===== src/sv/qrv_pkg.sv =====
// Shared types and constants for the quaternion vector rotation block.
package qrv_pkg;

	localparam int NUM_AX = 3;
	localparam int ADDR_W = 4;
	localparam int RAD_W = 62;
	localparam int ROOT_W = 31;
	localparam int REM_W = 33;
	localparam int DREM_W = 31;

	localparam logic [15:0] QUAT_W_RESET = 16'h4000;

	typedef enum logic [1:0] {
		REG_QUAT_X = 2'd0,
		REG_QUAT_Y = 2'd1,
		REG_QUAT_Z = 2'd2,
		REG_QUAT_W = 2'd3
	} reg_idx_t;

	typedef struct packed {
		logic signed [15:0] vec_x;
		logic signed [15:0] vec_y;
		logic signed [15:0] vec_z;
	} vec_t;

	typedef struct packed {
		logic signed [15:0] rot_x;
		logic signed [15:0] rot_y;
		logic signed [15:0] rot_z;
		logic zero_input;
	} rot_t;

	typedef struct packed {
		logic [NUM_AX-1:0][DREM_W-1:0] mag_sh;
		logic [NUM_AX-1:0] neg;
		logic zero;
	} sq_side_t;

	typedef struct packed {
		logic [NUM_AX-1:0] neg;
		logic zero;
	} div_side_t;

endpackage


===== src/sv/qrv_sqrt.sv =====
// Pipelined integer square root, one result bit per stage.
module qrv_sqrt #(
	parameter int SIDE_W = 1
) (
	input  logic clk,
	input  logic arst_n,
	input  logic in_valid,
	input  logic [qrv_pkg::RAD_W-1:0] in_rad,
	input  logic [SIDE_W-1:0] in_side,
	output logic out_valid,
	output logic [qrv_pkg::ROOT_W-1:0] out_root,
	output logic [SIDE_W-1:0] out_side
);

	localparam int STEPS = qrv_pkg::ROOT_W;
	localparam int RW = qrv_pkg::REM_W;
	localparam int OW = qrv_pkg::ROOT_W;
	localparam int DW = qrv_pkg::RAD_W;

	logic vld_s [STEPS];
	logic [RW-1:0] rem_s [STEPS];
	logic [OW-1:0] root_s [STEPS];
	logic [DW-1:0] rad_s [STEPS];
	logic [SIDE_W-1:0] side_s [STEPS];

	logic vld_n [STEPS];
	logic [RW-1:0] rem_n [STEPS];
	logic [OW-1:0] root_n [STEPS];
	logic [DW-1:0] rad_n [STEPS];
	logic [SIDE_W-1:0] side_n [STEPS];

	always_comb begin
		logic [RW-1:0] rem_c;
		logic [OW-1:0] root_c;
		logic [DW-1:0] rad_c;
		logic [RW+1:0] cand;
		logic [RW+1:0] diff;
		logic [RW-1:0] trial;
		for (int j = 0; j < STEPS; j++) begin
			if (j == 0) begin
				vld_n[j] = in_valid;
				rem_c = '0;
				root_c = '0;
				rad_c = in_rad;
				side_n[j] = in_side;
			end else begin
				vld_n[j] = vld_s[j-1];
				rem_c = rem_s[j-1];
				root_c = root_s[j-1];
				rad_c = rad_s[j-1];
				side_n[j] = side_s[j-1];
			end
			cand = {rem_c, rad_c[DW-1:DW-2]};
			trial = {root_c, 2'b01};
			diff = cand - {2'b00, trial};
			if (cand >= {2'b00, trial}) begin
				rem_n[j] = diff[RW-1:0];
				root_n[j] = {root_c[OW-2:0], 1'b1};
			end else begin
				rem_n[j] = cand[RW-1:0];
				root_n[j] = {root_c[OW-2:0], 1'b0};
			end
			rad_n[j] = {rad_c[DW-3:0], 2'b00};
		end
	end

	always_ff @(posedge clk or negedge arst_n) begin
		if (!arst_n) begin
			for (int j = 0; j < STEPS; j++) vld_s[j] <= 1'b0;
		end else begin
			for (int j = 0; j < STEPS; j++) vld_s[j] <= vld_n[j];
		end
	end

	always_ff @(posedge clk) begin
		for (int j = 0; j < STEPS; j++) begin
			rem_s[j] <= rem_n[j];
			root_s[j] <= root_n[j];
			rad_s[j] <= rad_n[j];
			side_s[j] <= side_n[j];
		end
	end

	assign out_valid = vld_s[STEPS-1];
	assign out_root = root_s[STEPS-1];
	assign out_side = side_s[STEPS-1];

endmodule


===== config.mk =====
export PLATFORM = sky130hd
export DESIGN_NAME = qrv_sqrt
export DESIGN_NICKNAME = d
export VERILOG_FILES = /design/src/sv/qrv_pkg.sv /design/src/sv/qrv_sqrt.sv
export SDC_FILE = /design/constraint.sdc
export NUM_CORES = 2
export LEC_CHECK = 0
export BUFFER_PORTS_ARGS = -buffer_cell sky130_fd_sc_hd__buf_4
export CAP_MARGIN = 20
export CORE_ASPECT_RATIO = 0.7
export CORE_MARGIN = 1.5
export CORE_UTILIZATION = 45
export DETAILED_ROUTE_END_ITERATION = 12
export GPL_TIMING_DRIVEN = 1
export SYNTH_ARGS = -nofsm -noshare
export SYNTH_HDL_FRONTEND = slang
export SYNTH_SLANG_ARGS = --single-unit

===== constraint.sdc =====
create_clock -name clk -period 8.7 [get_ports clk]
set_clock_uncertainty 0.2 [all_clocks]
set_input_delay 0.435 -clock clk [delete_from_list [all_inputs] [get_ports clk]]
set_output_delay 0.435 -clock clk [all_outputs]
set_load 0.05 [all_outputs]

# Yosys cells after proc, flatten, opt, wreduce, memory -nomap -nowiden
# Memories as Yosys holds them, arrays and structs flattened.
# Index checks and enable logic that the tools add are counted.
[totals]
reg_bits = 31
mem_bits_rw = 3875
input_bits = 66
output_inout_bits = 33
word_cells = 159
memories = 4
[memory_table]
columns = ["memory", "depth", "width", "read_ports", "rd_ports_with_merged_regs", "write_ports", "line_no", "source"]
rows = [
  ["rad_s", 31, 60, 30, 0, 31, "qrv_sqrt.sv:23", "logic [DW-1:0] rad_s [STEPS];"],
  ["rem_s", 31, 33, 30, 0, 31, "qrv_sqrt.sv:21", "logic [RW-1:0] rem_s [STEPS];"],
  ["root_s", 31, 31, 31, 0, 31, "qrv_sqrt.sv:22", "logic [OW-1:0] root_s [STEPS];"],
  ["side_s", 31, 1, 31, 0, 31, "qrv_sqrt.sv:24", "logic [SIDE_W-1:0] side_s [STEPS];"],
]
[op_classes]
addsub = 31
order_cmp = 31
n_mux = 62
[op_table]
columns = ["cell", "n"]
rows = [
  ["$ge 35x33->1", 30],
  ["$mux 33", 31],
  ["$sub 33x33->33", 30],
  ["$mux 1", 31],
  ["$sub 2x1->3 const B", 1],
  ["$ge 2x1->1 const B", 1],
]

# Logic depth before layout (Yosys ltp)
# An unclocked memory read counts as a cell.
[logic_depth]
ltp_word = 3
depth_mapped = 15
mapped_depth_nobuf = 13

# Least setup slack after synthesis
# OpenSTA, ideal clock, no wires.
[synth_timing]
path_kind = "register to register"
startpoint = "memory root_s[1][282] (netlist name)"
endpoint = "memory rem_s[1][332] (netlist name)"
setup_ns = 0.133
arrival_ns = 2.891
required_ns = 8.367
path_slack_ns = 5.476
path_stages_with_launch = 13
path_buffers = 3
period_less_slack_ns = 3.224
path_cell_list = "dfxtp_1 > inv_1 > ha_1 > and4_1 > a31oi_1 > nor4bb_1 > a21oi_1 > o31ai_1 > a211o_1 > clkbuf_1 > buf_2 > buf_1 > a21oi_1"
[synth_rtl]
columns = ["element", "line_no"]
rows = [
  ["start: declaration", "qrv_sqrt.sv:22"],
  ["end: declaration", "qrv_sqrt.sv:21"],
]

==> flow_metrics.tcl <==
set metrics [dict create \
    rr_startpoint "root_s[1][62]" \
    hold_path_class "in -> reg" \
    synth_top_area_share_pct 54.3 \
    top_usage_layer "met2" \
    std_cell_rows 135 \
    status "completed" \
    ys_seq_elements 2430 \
    port_buffers 98 \
    syn_nets 9279 \
    die_w_um 533 \
    p_per_area_nw_per_um2 290 \
    clock_latency_ns 0.86 \
    critical_path_arrival_ns 4.84 \
    cts_buffers 226 \
    hold_path_depth 2 \
    clockBufferDepth 4 \
    drt_iter0_drc 4365 \
    cts_root_buf "clkbuf_16" \
    grt_overflow_total 0 \
    cts_tree "done" \
    nets 9582 \
    leakage_uw 0.0471 \
    start_util_pct 45.5 \
    route.detailed.drc 0 \
    ant_nets 0 \
    fillCellCount 17400 \
    dp_slack_ns 3.49 \
    ys_warn_count 0 \
    async_flop_share_pct 1.28 \
    grt_pass1_vias 58100 \
    clkSlewWorstSetupHoldPaths_ns 0.07 \
    max_freq_ghz 0.233 \
    ir_drop_mv 0.213 \
    cts_sinks 2430 \
    use_met2_pct 28.7 \
    synth_edf_count 0 \
    core_sq_um 194000 \
    post-cts-setup-buffers 0 \
    synthTopCellsByArea "dfxtp_1 (54%), ha_1 (7.5%), xor2_1 (3.9%), xnor2_1 (3.8%), a21oi_1 (3.0%)" \
    finalMaxSlewViolations 0 \
    synth_area_sq_um 88400 \
    setup_tns_ns 0 \
    gp_congestion 0.889 \
    avgSynthCellArea_sq_um 10.2 \
    cpLargestDelayFamily "compound AO/OA/AOI/OAI gates" \
    first_pass_iters 6 \
    max_slew.worst_pin.slew_ns 0.973 \
    area_growth_pct 14.5 \
    die_area_sq_um 199000 \
    finalSetupViolations 0 \
    ios 99 \
    critPathMaxFanout 14 \
    crit_path_start_kind "register" \
    drive_above_1_share_pct 7.19 \
    maxSlewHeadroom_pct 33.4 \
    rsz0062_at_grt "false" \
    num_vias 60200 \
    worstPathRequired_ns 9.25 \
    period_share_pct 49.3 \
    critPathCaptureType "register" \
    finalWirelength_mm 191 \
    dieHeight_um 374 \
    antenna_found_initial 10 \
    ys_seq_area_share_pct 55.2 \
    startpoint "root_s[1][62]" \
    grt_pass1_wl_mm 307 \
    hpwl_mm 145 \
    synth.distinct_cells 93 \
    hold_viol_final 0 \
    synth_ff_type "dfxtp_1" \
    maxCapViolCount 0 \
    use_met3_pct 3.15 \
    crit_cells 13 \
    reg2reg_depth 13 \
    min_from "in_rad[12]" \
    fin_hold_ws_ns 0.0703 \
    crit_chain "inv_1 -> ha_1 -> o21ai_0 -> a211oi_1 -> a21oi_1 -> a21oi_1 -> o211ai_1 -> o31a_1 -> inv_1 -> o311ai_0 -> clkbuf_2 -> nor4b_1 -> xor2_1" \
    grt.met1_usage_pct 27.4 \
    grt_use_total_pct 18.8 \
    cts-htree-levels 4 \
    wire_per_inst_um 16.2 \
    postSynthCellCount 8685 \
    fin_ws_ns 4.41 \
    yosysTopAreaCell "dfxtp_1" \
    via_per_inst 5.11 \
    grt_max_degree 56 \
    critical_path_buf_inv_count 3 \
    cp_slowest_stage_delay_ns 0.65 \
    crit_type "reg -> reg" \
    fin_util_pct 52.1 \
    crit_slowest_cell "a211oi_1" \
    period_minus_slack_ns 4.29 \
]
-- flip-flops by register name, summed over array words and instances, names as in the netlist --
name and cells:
out_valid 1, rad_s 930, vld_n 30, side_s 31, rem_s 942, root_s 496
-- Yosys cell counts (all sizes together) (14+ instances only) --
library cell	instances
o21bai	47
o21a	89
nand2	601
nand2b	110
a21oi	530
buf	20
o211ai	40
a211oi	56
nor2b	78
or3	88
a21o	218
o21ai	471
nand3b	16
clkbuf	159
inv	653
and4	17
nor4	117
o41ai	14
a2111oi	23
xor2	389
and2	35
a21boi	22
mux2i	14
ha	528
or2	40
nor2	558
a31oi	61
dfxtp	2399
nor3	224
and3	52
xnor2	381
a211o	23
nand3	127
o31ai	55
dfrtp	31
mux2	61
nand4	94
or4	62
-- power by group --
group          switching [uW]  internal (uW)
Clock                    4230           6100
Combinational            2610           2080
Sequential               1380          12900
Total                    8220          21100
-- timing repair --
action | CTS | global route
hold buffers | 129 | 0
hold endpoints to repair | 96 | 0
resized for setup | 0 | 0
-- kinds of logic after synthesis --
family,Yosys count,synth area share (%)
buf+inv,833,3.57
other cells,1,0.00424
xor+xnor,770,7.63
flops,2430,55.2
simple gates,2270,12.7
mux,75,0.936
compound gates,1778,12.5
fa+ha+maj,528,7.47
-- worst reg2reg max path, delay by kind of cell (launching register included) --
family | cells | cell delay (ns)
AND/OR/NAND/NOR | 1 | 0.31
adder cells (fa/ha/maj) | 1 | 0.39
buffers and inverters | 3 | 0.55
AO/OA/AOI/OAI | 7 | 2.19
flip-flops | 1 | 0.33
XOR/XNOR | 1 | 0.21
-- path summary, 6_finish.rpt --
check,slack (ns),to
min in group asynchronous,0.44,vld_n[15]
max,4.41,rem_s[1][127]
min,0.07,rad_s[0][12]
max in group asynchronous,7.69,vld_n[6]
min reg2reg,0.08,rad_s[0][499]
max reg2reg,4.41,rem_s[1][127]
-- per-stage QoR --
step / instances / power (uW) / instance area (sq um)
global route: 11800 / 30900 / 101000
finish: 11800 / 29300 / 101000
floorplan: 8685 / 17600 / 88400
global placement: 11200 / 19100 / 91900
CTS: 11800 / 29700 / 101000
detailed placement: 11200 / 19200 / 91900
-- cells in the final DEF (no fill, tap or decap), types with 110 or more instances in the layout --
cell / instances
a21o_1: 218
a21oi_1: 526
buf_4: 121
clkbuf_16: 227
dfxtp_1: 2399
dlygate4sd3_1: 128
ha_1: 528
inv_1: 651
nand2_1: 601
nand2b_1: 110
nand3_1: 125
nor2_1: 556
nor3_1: 220
nor4_1: 115
o21ai_0: 471
xnor2_1: 381
xor2_1: 389
-- layer usage --
layer,share of wire (%),up-vias
li1,-,30500
met1,50,28000
met2,42,1393
met3,5.9,302
met4,2.2,0
met5,0,-
-- area by class of cell --
cell class	instances	area (sq um)	area share (%)
Clock buffer	287	6270	6.19
Multi-Input combinational cell	5422	36500	36.0
Antenna cell	2	5.00	0.00494
Inverter	654	2450	2.43
Timing Repair Buffer	254	2260	2.24
Clock inverter	128	1680	1.66
Tap cell	2603	3260	3.22
Sequential cell	2430	48800	48.2
(Power assumes the default switching activity.)
